<file path="config.mk">
export PLATFORM = sky130hd
export DESIGN_NAME = ppe_horner_cell
export DESIGN_NICKNAME = d
export VERILOG_FILES = /design/src/rtl/core/ppe_pkg.sv /design/src/rtl/core/ppe_horner_cell.sv
export SDC_FILE = /design/constraint.sdc
export NUM_CORES = 2
export LEC_CHECK = 0
export BUFFER_PORTS_ARGS = -buffer_cell sky130_fd_sc_hd__buf_4
export CORE_ASPECT_RATIO = 0.9
export CORE_MARGIN = 10
export CORE_UTILIZATION = 58
export DETAILED_ROUTE_END_ITERATION = 6
export MAX_ROUTING_LAYER = met4
export PLACE_DENSITY_LB_ADDON = 0.1
export SLEW_MARGIN = 20
export SYNTH_ARGS = -nofsm -noshare
export SYNTH_HDL_FRONTEND = slang
export SYNTH_SLANG_ARGS = --single-unit
</file>
<file path="constraint.sdc">
create_clock -name clk -period 9.3 [get_ports clk]
set_input_delay 1.86 -clock clk [delete_from_list [all_inputs] [get_ports clk]]
set_output_delay 1.86 -clock clk [all_outputs]
set_load 0.01 [all_outputs]
</file>
<file path="src/rtl/core/ppe_pkg.sv">
`timescale 1ns / 1ps

package ppe_pkg;

  // Table geometry: boundaries first, then c0..cD per segment
  localparam int SEG_COUNT     = 8;
  localparam int COEF_ORDER    = 4;
  localparam int COEF_PER_SEG  = COEF_ORDER + 1;
  localparam int COEF_BASE     = SEG_COUNT + 1;
  localparam int TABLE_DEPTH   = COEF_BASE + SEG_COUNT * COEF_PER_SEG;

  // Field widths fixed by the interface
  localparam int INDEX_W = 6;
  localparam int DATA_W  = 32;
  localparam int Q_SHIFT = 16;

  localparam int SEG_W  = (SEG_COUNT > 1) ? $clog2(SEG_COUNT) : 1;
  localparam int COEF_W = $clog2(COEF_PER_SEG);

  typedef enum logic {
    OP_WRITE = 1'b0,
    OP_EVAL  = 1'b1
  } op_t;

  // One transaction as it travels down the cell chain
  typedef struct packed {
    op_t                       op;
    logic [INDEX_W-1:0]        wr_index;
    logic signed [DATA_W-1:0]  wr_value;
    logic signed [DATA_W-1:0]  x;
    logic [SEG_W-1:0]          seg;
    logic                      below;
    logic signed [DATA_W-1:0]  acc;
  } ppe_xact_t;

endpackage

</file>
<file path="src/rtl/core/ppe_horner_cell.sv">
`timescale 1ns / 1ps

module ppe_horner_cell (
  input  logic                         clk,
  input  logic                         rst_n,
  input  logic [ppe_pkg::COEF_W-1:0]   cell_coef,
  input  logic                         up_valid,
  output logic                         up_ready,
  input  ppe_pkg::ppe_xact_t           up_xact,
  output logic                         dn_valid,
  input  logic                         dn_ready,
  output ppe_pkg::ppe_xact_t           dn_xact
);
  import ppe_pkg::*;

  localparam logic signed [DATA_W-1:0] SAT_MAX = {1'b0, {(DATA_W-1){1'b1}}};
  localparam logic signed [DATA_W-1:0] SAT_MIN = {1'b1, {(DATA_W-1){1'b0}}};

  // Coefficient column of this cell, one word per segment
  logic signed [DATA_W-1:0]       coef_r [SEG_COUNT];

  logic                           m_valid_r;
  ppe_xact_t                      m_xact_r;
  logic signed [2*DATA_W-1:0]     m_prod_r;
  logic                           a_valid_r;
  ppe_xact_t                      a_xact_r;
  ppe_xact_t                      a_xact_nxt;

  logic                           m_ready;
  logic                           a_ready;
  logic signed [DATA_W-1:0]       mul_a;
  logic signed [DATA_W-1:0]       mul_b;
  logic signed [2*DATA_W-Q_SHIFT-1:0] prod_q;
  logic signed [2*DATA_W-Q_SHIFT:0]   sum;
  logic signed [DATA_W-1:0]       coef_rd;
  logic signed [DATA_W-1:0]       acc_nxt;

  assign a_ready  = !a_valid_r || dn_ready;
  assign m_ready  = !m_valid_r || a_ready;
  assign up_ready = m_ready;
  assign dn_valid = a_valid_r;
  assign dn_xact  = a_xact_r;

  assign mul_a = up_xact.acc;
  assign mul_b = up_xact.x;

  // Shift the product, add this cell's coefficient and saturate
  always_comb begin
    coef_rd = coef_r[m_xact_r.seg];
    prod_q  = m_prod_r[2*DATA_W-1:Q_SHIFT];
    sum     = {prod_q[2*DATA_W-Q_SHIFT-1], prod_q}
            + {{(DATA_W-Q_SHIFT+1){coef_rd[DATA_W-1]}}, coef_rd};
    if (sum > (2*DATA_W-Q_SHIFT+1)'(SAT_MAX)) begin
      acc_nxt = SAT_MAX;
    end else if (sum < (2*DATA_W-Q_SHIFT+1)'(SAT_MIN)) begin
      acc_nxt = SAT_MIN;
    end else begin
      acc_nxt = sum[DATA_W-1:0];
    end
    a_xact_nxt     = m_xact_r;
    a_xact_nxt.acc = acc_nxt;
  end

  // Advance the valid bits of both stages
  always_ff @(posedge clk) begin
    if (!rst_n) begin
      m_valid_r <= 1'b0;
      a_valid_r <= 1'b0;
    end else begin
      if (m_ready) begin
        m_valid_r <= up_valid;
      end
      if (a_ready) begin
        a_valid_r <= m_valid_r;
      end
    end
  end

  // Multiply stage
  always_ff @(posedge clk) begin
    if (m_ready && up_valid) begin
      m_xact_r <= up_xact;
      m_prod_r <= mul_a * mul_b;
    end
  end

  // Accumulate stage
  always_ff @(posedge clk) begin
    if (a_ready && m_valid_r) begin
      a_xact_r <= a_xact_nxt;
    end
  end

  // Apply a coefficient write as it passes this cell
  always_ff @(posedge clk) begin
    if (a_ready && m_valid_r && m_xact_r.op == OP_WRITE) begin
      for (int s = 0; s < SEG_COUNT; s++) begin
        if (int'(m_xact_r.wr_index) == COEF_BASE + s * COEF_PER_SEG + int'(cell_coef)) begin
          coef_r[s] <= m_xact_r.wr_value;
        end
      end
    end
  end

endmodule

</file>
==> results.py <==
metrics = {
    "global_routing": {
        "grt_pass1_wl_um": 223500,
        "grt_max_degree": 68,
        "grt_antenna_before_repair": 8,
        "grt_pass1_vias": 38260,
        "overflow": 0,
        "grtUsageTotal_pct": 27.43,
    },
    "synth": {
        "synth_seq_area_share_pct": 26.55,
        "synth-edff-count": 486,
        "postSynthAreaPerCell_um2": 11.38,
        "async_flop_share_pct": 0,
        "netlist-cell-type-count": 73,
        "syn_area_um2": 55350,
        "synth_largest_area_cell": "fa_1",
        "synthTopCellsByArea": "fa_1 39%, edfxtp_1 26%, inv_1 6.8%",
        "ys_warn_count": 0,
        "synth_nets": 6299,
        "yosysTopAreaCellShare_pct": 39.13,
        "ys_ff_latch": 491,
        "synthFlopType": "edfxtp_1",
        "syn-instance-count": 4866,
        "synth.most_common_cell": "fa_1",
        "synth_commonest_cells": "1082 x fa_1, 1009 x inv_1, 543 x nand2_1, 517 x and2_1, 486 x edfxtp_1",
    },
    "clock_network": {
        "cts_tree": "done",
        "path_clk_slew_ns": 0.06,
        "clockBufferDepth": 3,
        "holdBufCountCts": 0,
        "cts_buffers": 51,
        "htree_levels": 2,
        "clock-sinks": 491,
        "clk_latency_ns": 0.64,
        "cts_root_buffer": "clkbuf_16",
    },
    "cells_and_area": {
        "drive_above_1_share_pct": 14.88,
        "syn_to_final_growth_pct": 12.73,
        "regArea_um2": 14700,
        "instances_no_fill": 6559,
        "multi_input_area_um2": 36130,
        "final_area_um2": 62400,
        "n_fill_cell": 7308,
        "nets": 6694,
    },
    "timing": {
        "hold_viol_final": 0,
        "maxSlewHeadroom_pct": 45.73,
        "holdWs_ns": 0.4189,
        "worst_pin_slew_ns": 0.8140,
        "slew_viol_final": 0,
        "min_period_ns": 9.007,
        "fin_skew_ns": 0.02880,
        "min_period_over_period_pct": 96.85,
        "finalSetupViolations": 0,
        "clock.fmax_mhz": 111.0,
        "rsz0062_at_grt": "true",
        "worst_slack_ns": 0.2927,
    },
    "detailed_routing": {
        "wl_per_cell_um": 21.56,
        "final_antenna_net_count": 0,
        "dr.pass1.iters": 5,
        "viasPerCell": 5.405,
        "routed_wl_um": 141400,
        "drt-initial-drc-count": 2571,
        "dr_total_vias": 35450,
        "drc_errors": 0,
    },
    "worst_setup_path": {
        "crit_type": "input pin to flop",
        "start_kind": "input pin",
        "startpoint": "up_xact[41]",
        "worst_setup_path_end_kind": "flop",
        "crit_top_cell": "fa_1",
        "critPathRequiredTime_ns": 9.67,
        "worstReg2RegEnd": "dn_xact[24]",
        "reg2reg_depth": 17,
        "path_max_fanout": 11,
        "ff2ff_setup_slack_ns": 2.87,
        "slowest_delay_ns": 0.59,
        "critPathSlowestCell": "fa_2",
        "worstPathArrival_ns": 9.38,
    },
    "floorplan": {
        "die_area_um2": 108200,
        "die_h_um": 313.1,
        "io_pins": 223,
        "die_w_um": 345.6,
        "start_util_pct": 58.48,
        "core_area_um2": 94650,
        "rows": 107,
    },
    "hold_path": {
        "min_path_type": "flop to flop",
        "holdPathStages": 0,
        "hold_path.startpoint": "a_xact_nxt[66]",
        "hold_end": "dn_xact[66]",
    },
    "status": {
        "status": "finished clean",
    },
    "placement": {
        "globalplace.congestion": 0.9506,
        "dpl-instance-area_um2": 60650,
        "dp_hpwl_um": 117200,
        "dpl_worst_slack_ns": -0.5217,
        "io_buffer_count": 222,
        "place_inst": 6458,
    },
    "job": {
        "drv_cap": 0,
    },
}
## worst max-delay path by stage
stage,to,cells past startpoint
3_3_place_gp,m_prod_r[60],31
3_5_place_dp,m_prod_r[61],27
2_1_floorplan,m_prod_r[61],25
5_1_grt,m_prod_r[61],29
4_1_cts,m_prod_r[61],27
6_report,m_prod_r[61],30
## layout by cell type (no fill, tap or decap), types with 6 or more instances in the layout
master,netlist,final
fa_1,1082,1075
inv_1,1009,1006
buf_4,3,551
nand2_1,543,543
and2_1,517,517
edfxtp_1,486,486
ha_1,237,237
a21oi_1,103,101
xnor2_1,70,70
nor2_1,72,69
mux4_2,64,64
o21ai_0,57,54
clkbuf_16,0,51
xor2_1,46,46
a21o_1,42,42
mux2_2,35,35
o21ai_1,31,32
nand2b_1,23,23
nand3_1,22,22
buf_12,0,19
nand4_1,17,17
nor3_1,17,16
o21a_1,15,15
o21bai_1,13,13
nor2b_1,12,12
clkbuf_1,219,11
a31oi_1,10,9
and3_1,8,8
o31ai_1,8,8
a211oi_1,7,7
fa_2,0,7
clkinv_2,0,7
clkinv_1,0,7
a211o_1,6,6
## layer usage
metal	track usage [%]	share of wire, %	routed length (um)	up-vias
li1	-	-	-	15810
met1	37.77	44	61520	18180
met2	39.10	43	60300	1331
met3	10.19	12	16980	131
met4	5.372	1.8	2610	0
met5	-	0	0	-
## critical path: cells and delay by family
family | cells | cell delay, ns
adder cells (fa/ha/maj) | 9 | 4.38
AO/OA/AOI/OAI | 10 | 1.87
buffers and inverters | 9 | 1.03
XOR/XNOR | 1 | 0.15
AND/OR/NAND/NOR | 1 | 0.07
## through the flow
step                TNS [ns]  utilization [%]
floorplan                  0                -
global placement      -3.169            64.08
detailed placement    -4.220            64.08
CTS                        0            65.81
global route        -0.03213            65.93
finish                     0            65.93
## repair_timing
item	CTS	global route
setup buffers	0	2
gates resized for setup	0	19
setup endpoints to repair	0	5
## cells by family (layout without fill, tap and decap cells)
family,count (synthesis),count (layout),share of synthesized area (%)
compound gates,340,340,3.899
xor+xnor,116,116,1.835
fa+ha+maj,1319,1319,44.49
buf+inv,1239,1676,8.424
flops,491,491,26.55
mux,101,101,3.352
other cells,0,3,0
simple gates,1260,1260,11.46
## sequential cells by signal, summed over array words and instances (netlist names), named ones only
| signal | flops |
|---|---|
| a_xact_nxt | 75 |
| coef_r | 256 |
| dn_valid | 1 |
| dn_xact | 107 |
| m_prod_r | 48 |
| m_valid_r | 1 |
## layout make-up
| class | instances | area share (%) |
|---|---|---|
| diodes | 3 | 0.01203 |
| clock buffers | 63 | 2.133 |
| clock inverters | 32 | 0.4912 |
| inverters | 1009 | 6.091 |
| multi-input cells | 3136 | 57.90 |
| flip-flops and latches | 491 | 23.56 |
| well taps | 1253 | 2.512 |
| repair buffers | 572 | 7.301 |
Power is left out: the tool's default activity adds up to more than one toggle a clock period on the data nets, which glitch-free logic cannot reach.
