`src/rtl/core/ppe_pkg.sv`:
```
`timescale 1ns / 1ps

package ppe_pkg;

  // Table geometry: boundaries first, then c0..cD per segment
  localparam int SEG_COUNT     = 8;
  localparam int COEF_ORDER    = 4;
  localparam int COEF_PER_SEG  = COEF_ORDER + 1;
  localparam int COEF_BASE     = SEG_COUNT + 1;
  localparam int TABLE_DEPTH   = COEF_BASE + SEG_COUNT * COEF_PER_SEG;

  // Field widths fixed by the interface
  localparam int INDEX_W = 6;
  localparam int DATA_W  = 32;
  localparam int Q_SHIFT = 16;

  localparam int SEG_W  = (SEG_COUNT > 1) ? $clog2(SEG_COUNT) : 1;
  localparam int COEF_W = $clog2(COEF_PER_SEG);

  typedef enum logic {
    OP_WRITE = 1'b0,
    OP_EVAL  = 1'b1
  } op_t;

  // One transaction as it travels down the cell chain
  typedef struct packed {
    op_t                       op;
    logic [INDEX_W-1:0]        wr_index;
    logic signed [DATA_W-1:0]  wr_value;
    logic signed [DATA_W-1:0]  x;
    logic [SEG_W-1:0]          seg;
    logic                      below;
    logic signed [DATA_W-1:0]  acc;
  } ppe_xact_t;

endpackage

```
`src/rtl/core/ppe_select.sv`:
```
`timescale 1ns / 1ps

module ppe_select (
  input  logic                           clk,
  input  logic                           rst_n,
  input  logic                           up_valid,
  output logic                           up_ready,
  input  logic                           up_opcode,
  input  logic [ppe_pkg::INDEX_W-1:0]    up_index,
  input  logic signed [ppe_pkg::DATA_W-1:0] up_value,
  input  logic signed [ppe_pkg::DATA_W-1:0] up_x,
  output logic                           dn_valid,
  input  logic                           dn_ready,
  output ppe_pkg::ppe_xact_t             dn_xact
);
  import ppe_pkg::*;

  logic signed [DATA_W-1:0] bnd_r [SEG_COUNT];
  logic                     s_valid_r;
  ppe_xact_t                s_xact_r;
  ppe_xact_t                s_xact_nxt;
  logic [SEG_W-1:0]         seg_sel;
  logic                     hit;
  logic                     take;

  assign up_ready = !s_valid_r || dn_ready;
  assign take     = up_valid && up_ready;
  assign dn_valid = s_valid_r;
  assign dn_xact  = s_xact_r;

  // Find the highest segment whose lower boundary is at or below x
  always_comb begin
    seg_sel = '0;
    hit     = 1'b0;
    for (int s = 0; s < SEG_COUNT; s++) begin
      if (up_x >= bnd_r[s]) begin
        seg_sel = SEG_W'(s);
        hit     = 1'b1;
      end
    end
  end

  // Build the transaction; the Horner chain starts from zero
  always_comb begin
    s_xact_nxt          = '0;
    s_xact_nxt.op       = op_t'(up_opcode);
    s_xact_nxt.wr_index = up_index;
    s_xact_nxt.wr_value = up_value;
    s_xact_nxt.x        = up_x;
    s_xact_nxt.seg      = seg_sel;
    s_xact_nxt.below    = !hit;
    s_xact_nxt.acc      = '0;
  end

  always_ff @(posedge clk) begin
    if (!rst_n) begin
      s_valid_r <= 1'b0;
    end else if (up_ready) begin
      s_valid_r <= up_valid;
    end
  end

  always_ff @(posedge clk) begin
    if (take) begin
      s_xact_r <= s_xact_nxt;
    end
  end

  // Store boundary words; the top boundary is never read and not kept
  always_ff @(posedge clk) begin
    if (take && op_t'(up_opcode) == OP_WRITE) begin
      for (int s = 0; s < SEG_COUNT; s++) begin
        if (int'(up_index) == s) begin
          bnd_r[s] <= up_value;
        end
      end
    end
  end

endmodule

```
`config.mk`:
```
export PLATFORM = sky130hd
export DESIGN_NAME = ppe_select
export DESIGN_NICKNAME = d
export VERILOG_FILES = /design/src/rtl/core/ppe_pkg.sv /design/src/rtl/core/ppe_select.sv
export SDC_FILE = /design/constraint.sdc
export NUM_CORES = 1
export LEC_CHECK = 0
export BUFFER_PORTS_ARGS = -buffer_cell sky130_fd_sc_hd__buf_2
export CAP_MARGIN = 20
export CELL_PAD_IN_SITES_DETAIL_PLACEMENT = 0
export CELL_PAD_IN_SITES_GLOBAL_PLACEMENT = 2
export CORE_UTILIZATION = 35
export CTS_CLUSTER_SIZE = 30
export DETAILED_ROUTE_END_ITERATION = 10
export GPL_TIMING_DRIVEN = 0
export MAX_ROUTING_LAYER = met4
export PLACE_DENSITY_LB_ADDON = 0.1
export SLEW_MARGIN = 10
export SYNTH_ARGS = -nofsm -noshare
export SYNTH_HDL_FRONTEND = slang
export SYNTH_SLANG_ARGS = --single-unit
```
`constraint.sdc`:
```
create_clock -name clk -period 7.4 [get_ports clk]
set_input_delay 0.37 -clock clk [delete_from_list [all_inputs] [get_ports clk]]
set_output_delay 0.37 -clock clk [all_outputs]
set_load 0.005 [all_outputs]
```
==> results.yml, run 1 <==
clocking:
  clockBufferDepth: 3
  htreeDepth: 2
  cts_tree: "yes"
  insertion_delay_ns: 0.56
  ctsResizeCount: 0
  clockRootBuffer: "clkbuf_16"
  cts_buffers: 42
  clkTransAtPathRegs_ns: 0.06
  clkSinkCount: 332
sta:
  fmax_mhz: 266
  fin_crit_ns: 3.75
  min_period_over_period_pct: 50.7
  drv_slew: 0
  hold_viol_final: 0
  whs_ns: 0.0611
  fin_setup_tns_ns: 0
  rsz0062_at_grt: "false"
  worst_pin_slew_ns: 0.878
  finalClockSkew_ns: 0.0145
  slew_headroom_pct: 41.2
  report.final.setup_viol: 0
flow_run:
  drv_cap: 0
synthesis:
  netlist_area_mm2: 0.0169
  synth_cells: 1291
  ys_warn_count: 0
  yosysTopAreaCell: "edfxtp_1"
  synthFlopType: "edfxtp_1"
  yosysSeqAreaShare_pct: 59.0
  synth_edf_count: 331
  ys_async_sr_fraction_pct: 0
  synth-seq-cells: 332
  avgSynthCellArea_um2: 13.1
  synth_cell_types: 56
  synth_area_leaders: "edfxtp_1 (59%), ha_1 (19%), inv_1 (5.6%)"
  synthDominantCellAreaShare_pct: 58.8
global_route:
  grt_max_degree: 47
  first_global_vias: 10300
  grt_pass1_wl_um: 63800
  grt_usage_pct: 18.4
  antenna_found_initial: 1
  grt_overflow: 0
power_and_ir_drop:
  swShare_pct: 22.3
  switching_power_uw: 983
  static-leakage-power_uw: 0.00896
  pwr-share-seq_pct: 47.8
  vdd_drop_max_v: 0.000141
  comb_power_share_pct: 7.2
  cellInternalPower_uw: 3420
  power_density_mw_per_mm2: 218
  power_frac_clock_pct: 45.0
place:
  dp_hpwl_um: 30700
  place_congestion: 0.801
  numPortBuffers: 151
worst_setup_path:
  crit_fanout: 2
  cp_cell_sequence: "inv_1, ha_1, nand4_1, or4_1, or4_1, a21oi_1, a211oi_1, xnor2_1, nand3_1, nor4_1"
  worstReg2RegStart: "bnd_r[0][26]$_DFFE_PP_"
  critPathLaunchType: "flop"
  cpPeakStageDelay_ns: 0.63
  startpoint: "bnd_r[0][26]$_DFFE_PP_"
  path_class: "flop to flop"
  end_kind: "flop"
  cp.required_ns: 7.64
  reg2reg_slack_ns: 3.65
  crit_slowest_cell: "or4_1"
  arrival_ns: 3.99
  cp-endpoint: "dn_xact[32]$_DFFE_PP_"
  reg2reg_depth: 10
  cpMostUsedCell: "or4_1"
  worstReg2RegEnd: "dn_xact[32]$_DFFE_PP_"
hold_path:
  min_from: "up_index[2]"
  min_path_type: "input port to flop"
run_status:
  status: "completed"
layout:
  area_growth_pct: 19.5
  nets: 1870
  drive_gt1_share_pct: 17.1
  diodes: 0
  fin_util_pct: 42.4
routing:
  drc: 0
  first_pass_iters: 5
  wl_um: 43100
  wl_per_cell_um: 19.7
  detail_route.iter0.violations: 379
  vias: 10300
  vias_per_cell: 4.72
  ant_nets: 0
floorplan:
  die_x_um: 222
  row_count: 80
  num_io_pins: 184
  die_y_um: 222
  die_area_mm2: 0.0492
  core_area_mm2: 0.0476
  start_util_pct: 35.5
[cell usage after synthesis (2+ instances only)]
library cell    n
nor3_1         16
or4_1           4
o21ai_0        33
o311ai_0        2
a211oi_1       12
nand3_1        20
ha_1          256
nor2b_1        11
edfxtp_1      331
nand2b_1        5
and3_1          2
a21oi_1        72
inv_1         254
mux2i_1         5
o21a_1          5
a221o_1         2
buf_4          32
nand4_1        45
a221oi_1        5
nor2_1         23
a31oi_1         3
nand3b_1        2
a2111oi_0       2
nand2_1        42
or3_1           2
a21o_1         49
xnor2_1         2
a21boi_0        3
nor4_1          4
and4_1          8
o211ai_1       14
[layout make-up]
type,count,area [µm²]
Fill cell,4505,27500
Sequential cell,332,9960
Multi-Input combinational cell,704,5910
Clock buffer,55,1160
Timing Repair Buffer,173,1040
Inverter,254,953
Tap cell,615,769
Buffer,32,240
Clock inverter,19,153
[worst max-delay path: cells and delay by family, from the launching register on]
| kind | cells | cell delay, ns |
|---|---|---|
| XOR/XNOR | 1 | 0.21 |
| buffers and inverters | 1 | 0.04 |
| AO/OA/AOI/OAI | 2 | 0.47 |
| adder cells (fa/ha/maj) | 1 | 0.28 |
| flip-flops | 1 | 0.31 |
| AND/OR/NAND/NOR | 5 | 2.11 |
[worst min-delay path by stage]
stage	end	slack (ns)	cells past startpoint
2_1_floorplan	bnd_r[0][0]$_DFFE_PP_	0.47	0
3_3_place_gp	dn_valid$_SDFFE_PN0N_	0.52	2
3_5_place_dp	dn_valid$_SDFFE_PN0N_	0.54	2
4_1_cts	dn_xact[102]$_DFFE_PP_	0.03	1
5_1_grt	dn_xact[102]$_DFFE_PP_	0.06	1
6_report	dn_xact[102]$_DFFE_PP_	0.06	1
[sequential cells by signal, indices dropped and copies added, names as in the netlist]
register,flops
dn_xact,75
bnd_r,256
dn_valid,1
[layer usage]
layer  wire length, µm  GRT usage (%)  share of wire, %
met3              1310           2.41               3.0
met1             19600           22.9                45
met5                 0              -                 0
met4               874           5.26               2.0
met2             21300           31.2                49
[logic make-up (layout without fill, tap and decap cells)]
logic type / count (synthesis) / in the layout / synth area share, %
AOI/OAI and AO/OA: 216 / 216 / 8.35
xor gates and xnor gates: 3 / 3 / 0.156
adders and majority gates: 256 / 256 / 19.0
buffers and inverters: 286 / 533 / 7.07
DFF: 332 / 332 / 59.0
muxes: 5 / 5 / 0.296
other: 1 / 32 / 0.0222
and+or+nand+nor: 192 / 192 / 6.20
[power by group through the flow]
stage	registers [µW]	clock network, µW	logic [µW]
after floorplan	2150	0	148
after global placement	2150	0	317
after detailed placement	2150	0	324
after CTS	2110	2050	327
after global routing	2110	2110	360
final	2110	1980	317
[per-stage QoR]
step	worst slack (ns)	area (µm²)	cells	total power, µW
floorplan	1.79	17000	1322	2300
global route	3.48	20200	2184	4580
finish	3.65	20200	2184	4410
global placement	-2.14	18500	2088	2470
CTS	3.59	20200	2184	4480
detailed placement	3.33	18800	2105	2470
[cells in the final DEF, fill, tap and decap left out, drive strengths merged, types with 4 or more instances in the layout]
master       instances
or4                  4
o21ai               33
a211oi              12
nor2b               12
nand2b               5
o211ai              15
dlygate4sd3          5
clkbuf              55
and4                 8
buf                200
nand4               46
edfxtp             331
clkinv              16
nor2                23
nand3               20
nor3                17
inv                254
a21oi               72
o21a                 5
conb                32
mux2i                5
a21o                49
a221oi               5
ha                 256
a21boi               4
nand2               42
nor4                 4
[what timing repair did]
action / CTS / global route
setup endpoints to repair: 0 / 0
hold buffers: 5 / 0
setup buffers: 0 / 0
hold endpoints to repair: 5 / 0
(Power assumes the default switching activity.)
==> inputs of run 2 (changes only) <==
- ABC_AREA: unset -> 1
- clock period: 7.4 -> 3.4 ns (I/O delays scaled with it)
==> run 2 against run 1 <==
Net effect: synthesized cell count increased by 14%; utilization rose by 1.4 points; clock power increased by 110%; worst hold slack worse by 0.034 ns; power is 120% higher; die area rose by 1.7%; highest routed layer unchanged; clock skew is 0.0082 ns higher; wire length down 1.5%; first-iteration DRC count rose by 41%.
==> results.yml, run 2 <==
place:
  post_dp_cell_area_mm2: 0.0191
  place_congestion: 0.765
  dp_hpwl_um: 30500
  numPortBuffers: 151
worst_setup_path:
  cpPeakStageDelay_ns: 0.53
  critPathLaunchType: "input port"
  end_kind: "flop"
  path_class: "input port to flop"
  crit_fanout: 9
  reg2reg_depth: 15
  cp.required_ns: 3.69
  crit_slowest_cell: "dlygate4sd3_1"
  arrival_ns: 2.94
  worstReg2RegEnd: "dn_xact[33]$_SDFFCE_PP1P_"
  worstReg2RegStart: "bnd_r[0][63]$_DFFE_PP_"
  reg2reg_slack_ns: 0.78
  cpMostUsedCell: "nand2_1"
  cp_cell_sequence: "dlygate4sd3_1, buf_2, ha_1, nand2_1, nor2_1, nand4_1, nor3_2, nand2_1, nand3_1, nand3_2, nand2_1, nand2_1, nand2_1, nand2_1, nand2_1, nand2_1"
power_and_ir_drop:
  power_density_mw_per_mm2: 451
  static-leakage-power_uw: 0.00962
  vdd_drop_max_v: 0.000343
flow_run:
  drv_cap: 0
synthesis:
  avgSynthCellArea_um2: 11.7
  yosysTopAreaCell: "edfxtp_1"
  synth_cell_types: 41
  yosysMostFrequentCell: "edfxtp_1"
  synthFlopType: "edfxtp_1"
  ys_async_sr_fraction_pct: 0
  synthDominantCellAreaShare_pct: 57.8
  synth_edf_count: 331
  netlist_area_mm2: 0.0172
  synth-seq-cells: 332
  yosysSeqAreaShare_pct: 58.0
  ys_warn_count: 0
  ys_top_cells_by_count: "edfxtp_1 (331), inv_1 (308), ha_1 (256), nand2_1 (196), a21oi_1 (124)"
  synth_cells: 1466
  synth_area_leaders: "edfxtp_1 (58%), ha_1 (19%), inv_1 (6.7%)"
hold_path:
  hold_depth: 1
  min_path_type: "input port to flop"
  min_from: "up_x[25]"
  holdPathEnd: "dn_xact[61]$_DFFE_PP_"
global_route:
  first_global_vias: 10400
  antenna_found_initial: 0
  grt_usage_pct: 17.8
  grt_max_degree: 40
  grt_overflow: 0
  grt_pass1_wl_um: 63200
routing:
  vias_per_cell: 4.51
  wl_um: 42400
  wl_per_cell_um: 17.6
  vias: 10900
  first_pass_iters: 7
  detail_route.iter0.violations: 536
  ant_nets: 0
  drc: 0
sta:
  worst_pin_slew_ns: 0.854
  finalClockSkew_ns: 0.0227
  fmax_mhz: 377
  fin_crit_ns: 2.65
  hold_viol_final: 0
  report.final.setup_viol: 0
  slew_headroom_pct: 42.8
  rsz0062_at_grt: "false"
  whs_ns: 0.0271
  drv_slew: 0
  min_period_over_period_pct: 78.0
layout:
  drive_gt1_share_pct: 15.9
  largest_register_ffs: 256
  fin_area_mm2: 0.0210
  mostFrequentLayoutCells: "edfxtp_1 (331), inv_1 (307), ha_1 (256)"
  fillers: 4550
  final_common_cell: "edfxtp_1"
  diodes: 0
  regArea_mm2: 0.00996
  regMostFlops: "bnd_r"
  nets: 2105
  multi_input_area_mm2: 0.00599
  area_growth_pct: 22.5
clocking:
  ctsResizeCount: 0
  postCtsSetupRepairBufs: 0
  clkSinkCount: 332
  clockBufferDepth: 3
  htreeDepth: 2
  insertion_delay_ns: 0.57
  cts_buffers: 41
  cts_hold_buf: 71
  clockRootBuffer: "clkbuf_16"
  clkTransAtPathRegs_ns: 0.05
  cts_tree: "yes"
floorplan:
  die_area_mm2: 0.0500
  die_x_um: 224
  num_io_pins: 184
  core_area_mm2: 0.0480
  die_y_um: 224
  row_count: 80
  start_util_pct: 35.8
run_status:
  status: "completed"
-- run 2: cells by family (layout without fill, tap and decap cells) --
group | count (synthesis) | after routing | share of synthesized area (%)
compound gates | 194 | 194 | 6.08
fa+ha+maj | 256 | 256 | 18.6
buf+inv | 342 | 647 | 8.17
flops | 332 | 332 | 58.0
other cells | 1 | 32 | 0.0218
simple gates | 341 | 341 | 9.12
-- run 2: metrics by stage --
step / setup TNS (ns) / power (µW) / utilization [%] / instances / setup WS [ns]
after floorplan: 0 / 5030 / - / 1497 / 0.00405
after global placement: -187.51 / 5390 / 39.2 / 2263 / -2.58
after detailed placement: 0 / 5400 / 39.7 / 2275 / 0.640
after CTS: 0 / 9650 / 43.8 / 2417 / 0.676
after global routing: 0 / 9880 / 43.8 / 2417 / 0.476
final: 0 / 9490 / 43.8 / 2417 / 0.750
-- run 2: how the worst max path moves through the flow --
| stage | from | to | cells past startpoint | slack (ns) |
|---|---|---|---|---|
| 2_1_floorplan | dn_valid$_SDFFE_PN0N_ | bnd_r[0][64]$_DFFE_PP_ | 5 | 0.004 |
| 3_3_place_gp | up_index[3] | bnd_r[0][77]$_DFFE_PP_ | 4 | -2.58 |
| 3_5_place_dp | up_x[31] | dn_xact[33]$_SDFFCE_PP1P_ | 15 | 0.64 |
| 4_1_cts | bnd_r[0][63]$_DFFE_PP_ | dn_xact[33]$_SDFFCE_PP1P_ | 15 | 0.68 |
| 5_1_grt | bnd_r[0][63]$_DFFE_PP_ | dn_xact[33]$_SDFFCE_PP1P_ | 15 | 0.48 |
| 6_report | up_x[31] | dn_xact[33]$_SDFFCE_PP1P_ | 16 | 0.75 |
-- run 2: report_power, final --
part | switching, µW | internal [µW] | total, µW | leakage (µW)
combinational | 466 | 303 | 769 | 0.00597
sequential | 12.8 | 4580 | 4590 | 0.00303
clock | 1700 | 2430 | 4130 | 0.000618
-- run 2: layout make-up --
class / count / area share [%]
repair buffers: 234 / 7.94
inverters: 310 / 5.54
plain buffers: 32 / 1.14
flip-flops and latches: 332 / 47.3
clock inverters: 24 / 0.767
clock buffers: 47 / 5.18
multi-input cells: 823 / 28.5
well taps: 615 / 3.66
-- run 2: per-layer routing --
metal	GRT usage (%)	wire, µm	vias up
met4	4.35	745	0
met2	28.2	19800	166
met5	-	0	-
li1	-	-	5598
met1	24.1	20400	5086
met3	2.52	1430	53
-- run 2: critical path: cells and delay by family --
kind	cells	cell delay, ns
buffers and inverters	2	0.74
AND/OR/NAND/NOR	13	1.55
adder cells (fa/ha/maj)	1	0.46
